$ cat src/hdl/lfu_key_value_cache_core_assert.svh
// Assertion helpers used by the cache core RTL
`ifndef LFU_KEY_VALUE_CACHE_CORE_ASSERT_SVH
`define LFU_KEY_VALUE_CACHE_CORE_ASSERT_SVH

// Same-cycle implication, disabled while in reset
`define LFUKV_ASSERT_IMPLY(name, clk, rst, ante, cons, msg) \
   name: assert property (@(posedge clk) disable iff (rst) (ante) |-> (cons)) \
      else $error(msg);

// Next-cycle implication, disabled while in reset
`define LFUKV_ASSERT_NEXT(name, clk, rst, ante, cons, msg) \
   name: assert property (@(posedge clk) disable iff (rst) (ante) |=> (cons)) \
      else $error(msg);

`endif

$ cat src/hdl/lfukv_pkg.sv
package lfukv_pkg;

   // One slot of the entry memory
   typedef struct packed {
      logic [31:0] key;
      logic [31:0] value;
      logic [15:0] count;
      logic [31:0] stamp;
   } entry_type;

   // Status of one scan over the entry memory
   typedef struct packed {
      logic match_found;
      logic victim_found;
      logic free_found;
   } scan_flags_type;

   localparam logic        OP_GET = 1'b0;
   localparam logic        OP_PUT = 1'b1;

   localparam logic [15:0] COUNT_MAX  = 16'hFFFF;
   localparam logic [15:0] COUNT_ONE  = 16'd1;
   localparam logic [31:0] MISS_VALUE = 32'hFFFF_FFFF;

   // Register file: one register, selected by address bit 2
   localparam int          CSR_ADDR_W            = 3;
   localparam logic        CSR_IDX_LIVE_CAPACITY = 1'b0;
   localparam logic [3:0]  LIVE_CAPACITY_RESET   = 4'd8;

endpackage

$ cat src/hdl/lfukv_scan.sv
module lfukv_scan #(
   parameter int IDX_W = 3
) (
   input  logic                      clock,
   input  logic                      reset,
   input  logic                      clear,
   input  logic                      probe_en,
   input  logic [IDX_W-1:0]          probe_slot,
   input  logic                      probe_valid,
   input  lfukv_pkg::entry_type      probe_entry,
   input  logic [31:0]               lookup_key,
   input  logic [31:0]               access_clock,
   output lfukv_pkg::scan_flags_type flags,
   output logic [IDX_W-1:0]          match_slot,
   output lfukv_pkg::entry_type      match_entry,
   output logic [IDX_W-1:0]          victim_slot,
   output logic [IDX_W-1:0]          free_slot
);

   lfukv_pkg::scan_flags_type flags_ff, flags_in;
   logic [IDX_W-1:0]          match_slot_ff, match_slot_in;
   lfukv_pkg::entry_type      match_entry_ff, match_entry_in;
   logic [IDX_W-1:0]          victim_slot_ff, victim_slot_in;
   logic [IDX_W-1:0]          free_slot_ff, free_slot_in;
   logic [15:0]               best_count_ff, best_count_in;
   logic [31:0]               best_age_ff, best_age_in;

   logic [31:0] age;
   logic        take_match;
   logic        take_victim;
   logic        take_free;

   // Compare the probed slot against the running match, victim and free slot
   always_comb begin
      age        = 32'(access_clock - probe_entry.stamp);
      take_match = probe_en && probe_valid && !flags_ff.match_found &&
                   (probe_entry.key == lookup_key);
      take_victim = probe_en && probe_valid &&
                    (!flags_ff.victim_found ||
                     (probe_entry.count < best_count_ff) ||
                     ((probe_entry.count == best_count_ff) && (age > best_age_ff)));
      take_free  = probe_en && !probe_valid && !flags_ff.free_found;

      flags_in       = flags_ff;
      match_slot_in  = match_slot_ff;
      match_entry_in = match_entry_ff;
      victim_slot_in = victim_slot_ff;
      free_slot_in   = free_slot_ff;
      best_count_in  = best_count_ff;
      best_age_in    = best_age_ff;

      if (clear) begin
         flags_in = '0;
      end else begin
         if (take_match) begin
            flags_in.match_found = 1'b1;
            match_slot_in        = probe_slot;
            match_entry_in       = probe_entry;
         end
         if (take_victim) begin
            flags_in.victim_found = 1'b1;
            victim_slot_in        = probe_slot;
            best_count_in         = probe_entry.count;
            best_age_in           = age;
         end
         if (take_free) begin
            flags_in.free_found = 1'b1;
            free_slot_in        = probe_slot;
         end
      end
   end

   always_ff @(posedge clock) begin
      if (reset) begin
         flags_ff <= '0;
      end else begin
         flags_ff <= flags_in;
      end
   end

   always_ff @(posedge clock) begin
      match_slot_ff  <= match_slot_in;
      match_entry_ff <= match_entry_in;
      victim_slot_ff <= victim_slot_in;
      free_slot_ff   <= free_slot_in;
      best_count_ff  <= best_count_in;
      best_age_ff    <= best_age_in;
   end

   assign flags       = flags_ff;
   assign match_slot  = match_slot_ff;
   assign match_entry = match_entry_ff;
   assign victim_slot = victim_slot_ff;
   assign free_slot   = free_slot_ff;

endmodule

$ cat src/hdl/lfu_key_value_cache_core.sv
// Channel  | Direction | Signals                                   | Word
// ---------+-----------+-------------------------------------------+---------------------------
// req      | in        | req_tvalid/tready, tdata[63:0], tuser[0]  | op, key, store value
// rsp      | out       | rsp_tvalid/tready, tdata[31:0], tuser[0]  | hit, read value
// csr      | in/out    | psel, penable, pwrite, paddr, pwdata...   | live_capacity at 0x0
//
// Each request is accepted, then sweeps every slot through the entry memory's single
// registered read port (one slot a cycle), and then writes back the touched or
// inserted slot, if any.
// Reset is synchronous, active high; it clears all valid bits, occupancy and the
// access clock at once, so no clearing pass is needed.
// A get result waits in the output register; while it is stalled the next request is
// still accepted and scanned, and a get then holds in its write-back cycle until the
// result moves.
`include "lfu_key_value_cache_core_assert.svh"

module lfu_key_value_cache_core #(
   parameter int ENTRIES = 8
) (
   input  logic                             clock,
   input  logic                             reset,
   // request word
   input  logic                             req_tvalid,
   output logic                             req_tready,
   input  logic [63:0]                      req_tdata,   // [31:0] lookup_key, [63:32] store_value
   input  logic [0:0]                       req_tuser,   // [0] op
   // response word
   output logic                             rsp_tvalid,
   input  logic                             rsp_tready,
   output logic [31:0]                      rsp_tdata,   // [31:0] read_value
   output logic [0:0]                       rsp_tuser,   // [0] hit
   // register port
   input  logic                             csr_psel,
   input  logic                             csr_penable,
   input  logic                             csr_pwrite,
   input  logic [lfukv_pkg::CSR_ADDR_W-1:0] csr_paddr,
   input  logic [31:0]                      csr_pwdata,
   output logic [31:0]                      csr_prdata,
   output logic                             csr_pready
);

   localparam int IDX_W = (ENTRIES > 1) ? $clog2(ENTRIES) : 1;
   localparam int CNT_W = $clog2(ENTRIES + 1);
   localparam logic [CNT_W-1:0] LAST_CNT = CNT_W'(ENTRIES);
   localparam logic [7:0]       ENT_CAP  = 8'(ENTRIES);

   localparam logic [1:0] ST_IDLE   = 2'd0;
   localparam logic [1:0] ST_SCAN   = 2'd1;
   localparam logic [1:0] ST_UPDATE = 2'd2;

   logic [1:0]           state_ff, state_in;
   logic                 op_ff, op_in;
   logic [31:0]          key_ff, key_in;
   logic [31:0]          value_ff, value_in;
   logic [CNT_W-1:0]     rd_cnt_ff, rd_cnt_in;
   logic                 rd_pend_ff, rd_pend_in;
   logic [IDX_W-1:0]     rd_slot_ff, rd_slot_in;
   logic [ENTRIES-1:0]   valid_ff, valid_in;
   logic [CNT_W-1:0]     occupancy_ff, occupancy_in;
   logic [31:0]          access_clock_ff, access_clock_in;
   logic [3:0]           live_capacity_ff, live_capacity_in;
   logic                 rsp_tvalid_ff, rsp_tvalid_in;
   logic                 rsp_hit_ff, rsp_hit_in;
   logic [31:0]          rsp_value_ff, rsp_value_in;

   // entry memory
   lfukv_pkg::entry_type mem [ENTRIES];
   lfukv_pkg::entry_type mem_rdata_ff;
   logic                 mem_re;
   logic [IDX_W-1:0]     mem_raddr;
   logic                 mem_we;
   logic [IDX_W-1:0]     mem_waddr;
   lfukv_pkg::entry_type mem_wdata;

   // scan results
   logic                      scan_clear;
   lfukv_pkg::scan_flags_type scan_flags;
   logic [IDX_W-1:0]          match_slot;
   lfukv_pkg::entry_type      match_entry;
   logic [IDX_W-1:0]          victim_slot;
   logic [IDX_W-1:0]          free_slot;

   // update decisions
   logic [7:0]       cap_eff;
   logic             need_evict;
   logic [IDX_W-1:0] ins_slot;
   logic [15:0]      bumped_count;
   logic             req_fire;
   logic             csr_write;

   assign req_tready = (state_ff == ST_IDLE);
   assign req_fire   = req_tvalid && req_tready;
   assign mem_raddr  = rd_cnt_ff[IDX_W-1:0];

   // Register port
   assign csr_pready = 1'b1;
   assign csr_write  = csr_psel && csr_penable && csr_pwrite && csr_pready &&
                       (csr_paddr[2] == lfukv_pkg::CSR_IDX_LIVE_CAPACITY);
   assign csr_prdata = (csr_paddr[2] == lfukv_pkg::CSR_IDX_LIVE_CAPACITY) ?
                       {28'd0, live_capacity_ff} : 32'd0;
   assign live_capacity_in = csr_write ? csr_pwdata[3:0] : live_capacity_ff;

   // Track match, victim and first free slot over the sweep
   lfukv_scan #(
      .IDX_W (IDX_W)
   ) u_scan (
      .clock        (clock),
      .reset        (reset),
      .clear        (scan_clear),
      .probe_en     (rd_pend_ff),
      .probe_slot   (rd_slot_ff),
      .probe_valid  (valid_ff[rd_slot_ff]),
      .probe_entry  (mem_rdata_ff),
      .lookup_key   (key_ff),
      .access_clock (access_clock_ff),
      .flags        (scan_flags),
      .match_slot   (match_slot),
      .match_entry  (match_entry),
      .victim_slot  (victim_slot),
      .free_slot    (free_slot)
   );

   // Capacity clamp, eviction need, insert slot and saturating use count
   always_comb begin
      cap_eff    = ({4'd0, live_capacity_ff} > ENT_CAP) ? ENT_CAP : {4'd0, live_capacity_ff};
      need_evict = (8'(occupancy_ff) >= cap_eff);
      ins_slot   = (need_evict && (!scan_flags.free_found || (victim_slot < free_slot))) ?
                   victim_slot : free_slot;
      bumped_count = (match_entry.count == lfukv_pkg::COUNT_MAX) ?
                     match_entry.count : 16'(match_entry.count + 16'd1);
   end

   // Sequencer: accept, sweep, write back
   always_comb begin
      state_in        = state_ff;
      op_in           = op_ff;
      key_in          = key_ff;
      value_in        = value_ff;
      rd_cnt_in       = rd_cnt_ff;
      rd_pend_in      = 1'b0;
      rd_slot_in      = rd_slot_ff;
      valid_in        = valid_ff;
      occupancy_in    = occupancy_ff;
      access_clock_in = access_clock_ff;
      rsp_tvalid_in   = rsp_tvalid_ff && !rsp_tready;
      rsp_hit_in      = rsp_hit_ff;
      rsp_value_in    = rsp_value_ff;
      scan_clear      = 1'b0;
      mem_re          = 1'b0;
      mem_we          = 1'b0;
      mem_waddr       = match_slot;
      mem_wdata.key   = key_ff;
      mem_wdata.value = match_entry.value;
      mem_wdata.count = bumped_count;
      mem_wdata.stamp = access_clock_ff;

      case (state_ff)
         ST_IDLE: begin
            if (req_fire) begin
               op_in      = req_tuser[0];
               key_in     = req_tdata[31:0];
               value_in   = req_tdata[63:32];
               rd_cnt_in  = '0;
               scan_clear = 1'b1;
               state_in   = ST_SCAN;
            end
         end
         ST_SCAN: begin
            // issue one slot read a cycle; leave as the last slot is probed
            if (rd_cnt_ff < LAST_CNT) begin
               mem_re     = 1'b1;
               rd_pend_in = 1'b1;
               rd_slot_in = mem_raddr;
               rd_cnt_in  = CNT_W'(rd_cnt_ff + 1'b1);
            end else begin
               state_in = ST_UPDATE;
            end
         end
         ST_UPDATE: begin
            if (op_ff == lfukv_pkg::OP_GET) begin
               // hold until the response register is free
               if (!rsp_tvalid_ff || rsp_tready) begin
                  state_in      = ST_IDLE;
                  rsp_tvalid_in = 1'b1;
                  rsp_hit_in    = scan_flags.match_found;
                  rsp_value_in  = scan_flags.match_found ? match_entry.value :
                                  lfukv_pkg::MISS_VALUE;
                  if (scan_flags.match_found) begin
                     mem_we          = 1'b1;
                     access_clock_in = 32'(access_clock_ff + 32'd1);
                  end
               end
            end else begin
               state_in = ST_IDLE;
               if (cap_eff != 8'd0) begin
                  if (scan_flags.match_found) begin
                     // update in place and count one use
                     mem_we          = 1'b1;
                     mem_wdata.value = value_ff;
                     access_clock_in = 32'(access_clock_ff + 32'd1);
                  end else begin
                     // drop the victim if full, then insert
                     if (need_evict) begin
                        valid_in[victim_slot] = 1'b0;
                     end
                     valid_in[ins_slot] = 1'b1;
                     occupancy_in    = need_evict ? occupancy_ff :
                                       CNT_W'(occupancy_ff + 1'b1);
                     mem_we          = 1'b1;
                     mem_waddr       = ins_slot;
                     mem_wdata.value = value_ff;
                     mem_wdata.count = lfukv_pkg::COUNT_ONE;
                     access_clock_in = 32'(access_clock_ff + 32'd1);
                  end
               end
            end
         end
         default: begin
            state_in = ST_IDLE;
         end
      endcase
   end

   // Control registers
   always_ff @(posedge clock) begin
      if (reset) begin
         state_ff         <= ST_IDLE;
         rd_pend_ff       <= 1'b0;
         valid_ff         <= '0;
         occupancy_ff     <= '0;
         access_clock_ff  <= '0;
         live_capacity_ff <= lfukv_pkg::LIVE_CAPACITY_RESET;
         rsp_tvalid_ff    <= 1'b0;
      end else begin
         state_ff         <= state_in;
         rd_pend_ff       <= rd_pend_in;
         valid_ff         <= valid_in;
         occupancy_ff     <= occupancy_in;
         access_clock_ff  <= access_clock_in;
         live_capacity_ff <= live_capacity_in;
         rsp_tvalid_ff    <= rsp_tvalid_in;
      end
   end

   // Payload registers
   always_ff @(posedge clock) begin
      op_ff        <= op_in;
      key_ff       <= key_in;
      value_ff     <= value_in;
      rd_cnt_ff    <= rd_cnt_in;
      rd_slot_ff   <= rd_slot_in;
      rsp_hit_ff   <= rsp_hit_in;
      rsp_value_ff <= rsp_value_in;
   end

   // Entry memory: one write port, one registered read port
   always_ff @(posedge clock) begin
      if (mem_we) begin
         mem[mem_waddr] <= mem_wdata;
      end
      if (mem_re) begin
         mem_rdata_ff <= mem[mem_raddr];
      end
   end

   assign rsp_tvalid   = rsp_tvalid_ff;
   assign rsp_tdata    = rsp_value_ff;
   assign rsp_tuser[0] = rsp_hit_ff;

   `LFUKV_ASSERT_IMPLY(a_occupancy_tracks_valid, clock, reset, 1'b1, ($countones(valid_ff) == int'(occupancy_ff)), "occupancy differs from valid slot count")

   `LFUKV_ASSERT_IMPLY(a_rsp_from_get_only, clock, reset, $rose(rsp_tvalid_ff), (($past(state_ff) == ST_UPDATE) && ($past(op_ff) == lfukv_pkg::OP_GET)), "response raised outside a get write-back")

   `LFUKV_ASSERT_IMPLY(a_full_has_victim, clock, reset, ((state_ff == ST_UPDATE) && !scan_flags.free_found), scan_flags.victim_found, "no free slot and no victim after sweep")

   `LFUKV_ASSERT_NEXT(a_accept_starts_sweep, clock, reset, req_fire, ((state_ff == ST_SCAN) && (rd_cnt_ff == '0)), "accepted word did not start a sweep")

endmodule

$ cat config.mk
export PLATFORM = sky130hd
export DESIGN_NAME = lfu_key_value_cache_core
export DESIGN_NICKNAME = d
export VERILOG_FILES = /design/src/hdl/lfukv_pkg.sv /design/src/hdl/lfukv_scan.sv /design/src/hdl/lfu_key_value_cache_core.sv
export VERILOG_INCLUDE_DIRS = /design/src /design/src/hdl
export SDC_FILE = /design/constraint.sdc
export NUM_CORES = 1
export LEC_CHECK = 0
export BUFFER_PORTS_ARGS = -buffer_cell sky130_fd_sc_hd__buf_2
export CORE_MARGIN = 4
export CORE_UTILIZATION = 35
export CTS_BUF_LIST = sky130_fd_sc_hd__clkbuf_4 sky130_fd_sc_hd__clkbuf_8 sky130_fd_sc_hd__clkbuf_16
export DETAILED_ROUTE_END_ITERATION = 10
export HOLD_SLACK_MARGIN = 0.06
export PLACE_DENSITY = 0.63
export SLEW_MARGIN = 15
export SYNTH_ARGS = -nofsm -noshare
export SYNTH_HDL_FRONTEND = slang
export SYNTH_SLANG_ARGS = --single-unit
$ cat constraint.sdc
create_clock -name clock -period 11.1 [get_ports clock]
set_input_delay 0 -clock clock [delete_from_list [all_inputs] [get_ports clock]]
set_output_delay 0 -clock clock [all_outputs]
set_load 0.005 [all_outputs]
Word-level counts from Yosys, hierarchy flattened. Memory sizes are Yosys's and may differ from the RTL's. A register that Yosys moved wholly into a read port is not among the register bits. Cells that the tools add are included.

Equal/unequal tests: 10. Muxes and demuxes: 49. Add/subtract/negate cells: 5. Order comparisons: 11. Bitwise operators: 8. Reductions and logical operators: 42.

Operators by type and width (count): $mux W48 (3); $mux W32 (4); $mux W8 (5); $add A32 B1 Y32 const B (1); $eq A32 B32 Y1 (1); $gt A32 B32 Y1 (1); $mux W16 (2); $sub A32 B32 Y32 (1); $mux W1 (17); $add A16 B1 Y16 const B (1); $eq A16 B16 Y1 (1); $eq A16 B16 Y1 const B (1); $lt A16 B16 Y1 (1); $mux W4 (4); $logic_and A1 B1 Y1 (15); $mux W3 (5); $lt A3 B4 Y1 const B (3); $reduce_and A2 Y1 (5); $reduce_and A3 Y1 (3); $add A4 B1 Y4 const B (2); $and A8 B8 Y8 (1); $mux W2 (4); $not A8 Y8 (1); $or A8 B8 Y8 (1); 23 further kinds (42).

Logic and storage cells: 150. Input bits: 107. Bits in writable memories: 896. Memories: 1. Flip-flop bits (word level): 265.

Memory list: mem (depth 8, bits a word 112, rd ports 1, clocked after memory_dff 1, wr ports 1, RTL line lfu_key_value_cache_core.sv:67) `lfukv_pkg::entry_type mem [ENTRIES];`.

Depth between registers and ports, before layout.
Depth in word-level cells: 12. Mapped depth: 20. Mapped depth without buffers: 20.

By module. From an unflattened synthesis, not the netlist that was laid out.

Cells, all modules: 2664. Area, all modules: 52532.9 µm².

Modules (own cells, without submodules): lfu_key_value_cache_core (times used 1, area an instance 44088.5 µm², cells an instance 2027); lfukv_scan (times used 1, area an instance 8444.3 µm², cells an instance 637).

Least setup slack after synthesis. OpenSTA, ideal clock, no wires.

Path kind: register to register. Start point: register live_capacity_ff[3]. End point: memory mem[1][0] in the netlist's numbering (enable). Data arrival time: 9.824 ns. Data required time: 10.380 ns. Cell stages (with the launch flop): 12. Library setup time: 0.720 ns. Buffers on the path: 1. Path slack: 0.556 ns. Period minus slack after synthesis: 10.544 ns. Cell sequence: dfxtp_1 > and2b_1 > ha_1 > nand2b_1 > a21o_1 > a21o_1 > a21oi_1 > or2_2 > buf_2 > mux2i_1 > o21ai_0 > nor3_1.

Cells in the longest elaborated chain, start to end: 9. Elaborated cells on any way between the ends: 15. Those cells by class: 2 x order compare; 11 x mux; 2 x reduce/logical.

Ends and longest elaborated chain: start: declaration (RTL line lfu_key_value_cache_core.sv:61) `logic [3:0] live_capacity_ff, live_capacity_in;`; start signal: assignment (RTL line lfu_key_value_cache_core.sv:232) `live_capacity_ff <= lfukv_pkg::LIVE_CAPACITY_RESET;`; start signal: assignment (RTL line lfu_key_value_cache_core.sv:240) `live_capacity_ff <= live_capacity_in;`; $gt A4 B4 Y1 (RTL line lfu_key_value_cache_core.sv:125) `cap_eff = ({4'd0, live_capacity_ff} > ENT_CAP) ? ENT_CAP : {4'd0, live_capacity_ff};`; $mux W4 * (RTL line lfu_key_value_cache_core.sv:125); $ge A4 B4 Y1 (RTL line lfu_key_value_cache_core.sv:126) `need_evict = (8'(occupancy_ff) >= cap_eff);`; $logic_and A1 B1 Y1 (RTL line lfu_key_value_cache_core.sv:127) `ins_slot = (need_evict && (!scan_flags.free_found || (victim_slot < free_slot))) ?`; $mux W3 (RTL line lfu_key_value_cache_core.sv:127); $mux W3 (RTL line lfu_key_value_cache_core.sv:196) `if (scan_flags.match_found) begin`; $mux W3 (RTL line lfu_key_value_cache_core.sv:195) `if (cap_eff != 8'd0) begin`; $mux W3 (RTL line lfu_key_value_cache_core.sv:180) `if (op_ff == lfukv_pkg::OP_GET) begin`; $mux W3 (RTL line lfu_key_value_cache_core.sv:157) `case (state_ff)`; end: declaration (RTL line lfu_key_value_cache_core.sv:67).

Every way passes the cells marked *; elsewhere a longest branch is shown, timed or not.

Worst setup path after layout.
Start point: register access_clock_ff[0]. End point: register u_scan.best_age_ff[30] (enable).

Cells in the longest elaborated chain, start to end: 6.

Ends and longest elaborated chain: start: declaration (RTL line lfu_key_value_cache_core.sv:60) `logic [31:0] access_clock_ff, access_clock_in;`; start signal: assignment (RTL line lfu_key_value_cache_core.sv:239) `access_clock_ff <= access_clock_in;`; $sub A32 B32 Y32 (RTL line lfukv_scan.sv:35) `age = 32'(access_clock - probe_entry.stamp);`; named net u_scan.age[28] (RTL line lfukv_scan.sv:28) `logic [31:0] age;`; $gt A32 B32 Y1 (RTL line lfukv_scan.sv:41) `((probe_entry.count == best_count_ff) && (age > best_age_ff)));`; $logic_and A1 B1 Y1 (RTL line lfukv_scan.sv:41); $logic_or A1 B1 Y1 (RTL line lfukv_scan.sv:40) `(probe_entry.count < best_count_ff) ||`; $logic_and A1 B1 Y1 (RTL line lfukv_scan.sv:38) `take_victim = probe_en && probe_valid &&`; $reduce_and A2 Y1 (no line); end signal: assignment (RTL line lfukv_scan.sv:87) `best_age_ff <= best_age_in;`; end: declaration (RTL line lfukv_scan.sv:26) `logic [31:0] best_age_ff, best_age_in;`.

The timed path passes the listed nets, and every way through them passes these cells. A chain may end at the register's enable or synchronous reset.

==> metrics.json <==
{
  "cts.repair_timing.setup_buffer_count": 0,
  "internal-power_mw": 8.29,
  "timing.max_slew.rel_slack_pct": 26.4,
  "globalRouteOverflowTotal": 0,
  "type_of_the_tightest_min_delay_check": "in -> reg",
  "worst_r2r_path_depth": 21,
  "worstSkewPairLatency_ps": 770,
  "placementRows": 139,
  "drcViolationCount": 0,
  "fin_crit_sh_pct": 49.5,
  "finalInstanceArea_um2": 59600,
  "cts_tree": "yes",
  "drt_iter0_drc": 1832,
  "worst_setup_path_end_kind": "flip-flop",
  "critical_path.startpoint_type": "flip-flop",
  "area.growth.synth_to_final_pct": 18.0,
  "timing.critical_path.fanout_max": 51,
  "wire_length_of_the_first_global_routing_pass_um": 157000,
  "total_leakage_power_nw": 20.3,
  "switchingPower_mw": 2.28,
  "multiInputGateArea_um2": 12000,
  "clock.fmax_mhz": 182,
  "fp.dieArea_um2": 150000,
  "layout_min_cycle_time_ps": 5500,
  "rr_endpoint": "u_scan.best_age_ff[30]$_DFFE_PP_",
  "design.portCount": 175,
  "antenna_violations_before_repair": 2,
  "cts_made_buffers": 136,
  "cts_max_level": 4,
  "vdd_drop_max_v": 0.000128,
  "combinational_fraction_of_design_power_pct": 5.4,
  "core-area_um2": 143000,
  "netlist_area_um2": 50500,
  "power.density_nw_per_um2": 177,
  "n_fill_cell": 12500,
  "proportion_of_synthesized_chip_area_in_sequential_cells_pct": 74.6,
  "result_of_the_run": "completed",
  "power.sequential.fraction_pct": 50.6,
  "drt.antenna.violating_nets": 0,
  "detailed_place_hpwl_um": 53100,
  "maxSlewViolCount": 0,
  "grtUsageTotal_pct": 13.5,
  "synth_area_per_cell_um2": 19.4,
  "dr_total_vias": 24500,
  "post_synth_top_flop": "edfxtp_1",
  "cap_violations": 0,
  "placer_congestion_estimate": 0.762,
  "reg2reg_setup_slack_ps": 5600,
  "viasPerCell": 4.94,
  "required_ps": 11470,
  "cts_hold_buffers": 150,
  "clkSinkCount": 1273,
  "cts.path.max_buffers": 3,
  "max_slew.worst_pin.slew_ps": 1100,
  "sw_frac_of_total_pct": 21.6,
  "postSynth.asyncResetShare_pct": 0,
  "timing.final.setup_violations": 0,
  "syn-instance-count": 2597,
  "synth-seq-cells": 1273,
  "clock_skew_ps": 37.3,
  "die_height_um": 388,
  "worst_hold_path.endpoint": "state_ff[1]$_SDFFE_PP0P_",
  "timing_hold_violations_final": 0,
  "hold_startpoint": "rsp_tready",
  "data_arrival_time_of_the_worst_path_ps": 5860,
  "seq_area_um2": 37700,
  "number_of_enable_flip_flop_cells_after_synthesis": 1218,
  "buffer_ports.inserted": 115,
  "design.final.nets": 3150,
  "reg2reg_from": "access_clock_ff[0]$_SDFFE_PP0P_",
  "floorplan.die.width_um": 388,
  "cts-resized-gates": 0,
  "initial_utilization_pct": 35.2,
  "pwr-share-clk_pct": 44.0,
  "route.detailed.wl_per_inst_um": 20.5,
  "drive_gt1_share_pct": 25.5,
  "yosys_warnings": 0,
  "hold-path-cell-count": 5,
  "timing_worst_setup_path_type": "reg -> reg",
  "first_pass_iters": 7,
  "timing.setup.tns_ps": 0,
  "setup_repair_after_global_routing_missed_its_margin": "false",
  "ctsRootBufferMaster": "clkbuf_16",
  "postPlaceCellArea_um2": 53400,
  "routed_wirelength_um": 102000,
  "vias_in_the_first_global_route": 25300,
  "clk_pin_slew_ps": 60,
  "grt_max_degree": 101,
  "synth.lib_cells_used.distinct": 63
}
==> stage by stage <==
step / hold WS (ps) / total power, mW / setup slack [ps] / cells / util (%)
floorplan: 26.9 / 5.85 / 556 / 2624 / -
global placement: 176 / 5.99 / 5570 / 4567 / 37.2
detailed placement: 178 / 6.00 / 5550 / 4567 / 37.2
CTS: 214 / 10.7 / 5540 / 4965 / 41.5
global route: 280 / 11.0 / 5090 / 4966 / 41.5
finish: 275 / 10.6 / 5600 / 4967 / 41.5
==> layer usage <==
layer	GRT usage, %	wire length [um]	vias to the layer above	part of all wire [%]
met5	0	0	-	0
met3	2.67	5070	138	5.0
met4	3.42	1640	0	1.6
met1	18.8	46000	12800	45
met2	21.9	49300	563	48
li1	-	-	11000	-
==> synth_stat cells, drive strengths merged, types with 3 or more instances <==
library cell / number / area (um2)
edfxtp: 1218 / 36600
mux4: 226 / 5090
mux2: 145 / 1630
inv: 98 / 368
ha: 89 / 1110
nor2: 87 / 327
xor2: 76 / 666
buf: 67 / 402
a21oi: 59 / 295
dfxtp: 55 / 1100
clkbuf: 52 / 195
nand2: 47 / 176
o21ai: 44 / 220
nand2b: 43 / 269
a21o: 35 / 263
nand3: 30 / 155
nor3: 30 / 155
xnor2: 27 / 236
nand4: 24 / 150
nor2b: 18 / 113
and3: 15 / 93.8
nor4: 14 / 93.8
o21a: 14 / 105
mux2i: 10 / 100
and4: 9 / 81.3
and2: 8 / 50.1
a211oi: 7 / 52.6
a31oi: 4 / 25.0
o211ai: 4 / 30.0
a21boi: 3 / 22.5
nor3b: 3 / 33.8
nor4b: 3 / 26.3
o31ai: 3 / 22.5
or3: 3 / 18.8
==> flip-flops by register name (all words and copies together) (netlist names), 4 cells and up <==
signal	flops
mem	896
mem_rdata_ff	112
u_scan.match_entry	48
access_clock_ff	32
key_ff	32
rsp_tdata	32
u_scan.best_age_ff	32
value_ff	32
u_scan.best_count_ff	16
valid_ff	8
live_capacity_ff	4
occupancy_ff	4
rd_cnt_ff	4
==> power by group through the flow <==
stage	Combinational [mW]	Clock, mW	Sequential (mW)
CTS	0.588	4.77	5.35
floorplan	0.411	0	5.44
global route	0.628	4.98	5.35
detailed placement	0.546	0	5.45
global placement	0.542	0	5.45
finish	0.574	4.65	5.35
==> kinds of logic after synthesis <==
group / after synthesis / synth area share, %
simple gates: 342 / 3.58
fa+ha+maj: 90 / 2.24
compound gates: 189 / 2.34
flops: 1273 / 74.6
other cells: 2 / 0.0149
xor+xnor: 103 / 1.79
buf+inv: 217 / 1.91
mux: 381 / 13.5
==> final cells by class <==
| cell class | instances | area share [%] |
|---|---|---|
| well taps | 1903 | 4.00 |
| inverters | 98 | 0.617 |
| clock inverters | 83 | 1.76 |
| multi-input cells | 1134 | 20.2 |
| repair buffers | 310 | 4.14 |
| diodes | 1 | 0.00420 |
| clock buffers | 165 | 6.09 |
| flip-flops and latches | 1273 | 63.2 |
==> worst max-delay path, stage by stage, from the launching register on <==
cell and delay (ps):
dfxtp_1 410, inv_1 100, ha_1 170, inv_1 60
fa_1 420, a211oi_1 330, o211a_1 270, o211ai_1 120
nand2_1 120, a21oi_1 130, a311oi_2 510, mux2i_1 240
o311ai_1 140, ha_1 310, nand4_1 150, nor2_1 220
nand3_1 110, a21oi_1 140, a211oi_1 60, a21oi_1 320
o31a_2 180, buf_4 590
==> cells in the final DEF, fill, tap and decap left out, drive strengths merged, types with 4 or more instances in the layout <==
| cell type | instances |
|---|---|
| clkinv | 53 |
| ha | 89 |
| inv | 109 |
| nor2b | 18 |
| xnor2 | 27 |
| buf | 160 |
| edfxtp | 1218 |
| o211ai | 4 |
| conb | 29 |
| nor2 | 87 |
| a211oi | 7 |
| nand2b | 43 |
| and2 | 8 |
| dfxtp | 55 |
| nor4 | 14 |
| nand4 | 24 |
| nand2 | 47 |
| mux2i | 10 |
| a21oi | 59 |
| and3 | 15 |
| o21ai | 44 |
| nor3 | 30 |
| bufinv | 13 |
| o21a | 14 |
| clkinvlp | 6 |
| a21o | 35 |
| dlygate4sd3 | 150 |
| xor2 | 76 |
| nand3 | 30 |
| clkbuf | 165 |
| and4 | 9 |
| a31oi | 4 |
| mux2 | 145 |
| mux4 | 226 |
==> worst max-delay path by stage <==
stage / from / to / slack (ps) / depth (start not counted)
6_report: access_clock_ff[0]$_SDFFE_PP0P_ / u_scan.best_age_ff[30]$_DFFE_PP_ / 5600 / 21
3_3_place_gp: access_clock_ff[0]$_SDFFE_PP0P_ / u_scan.best_age_ff[29]$_DFFE_PP_ / 5570 / 21
4_1_cts: access_clock_ff[0]$_SDFFE_PP0P_ / u_scan.best_age_ff[30]$_DFFE_PP_ / 5540 / 21
3_5_place_dp: access_clock_ff[0]$_SDFFE_PP0P_ / u_scan.best_age_ff[28]$_DFFE_PP_ / 5550 / 21
5_1_grt: access_clock_ff[0]$_SDFFE_PP0P_ / u_scan.best_age_ff[30]$_DFFE_PP_ / 5090 / 21
2_1_floorplan: live_capacity_ff[3]$_SDFFE_PP1P_ / mem[1][0]$_DFFE_PP_ / 560 / 11
Power figures use the tool's default switching activity.
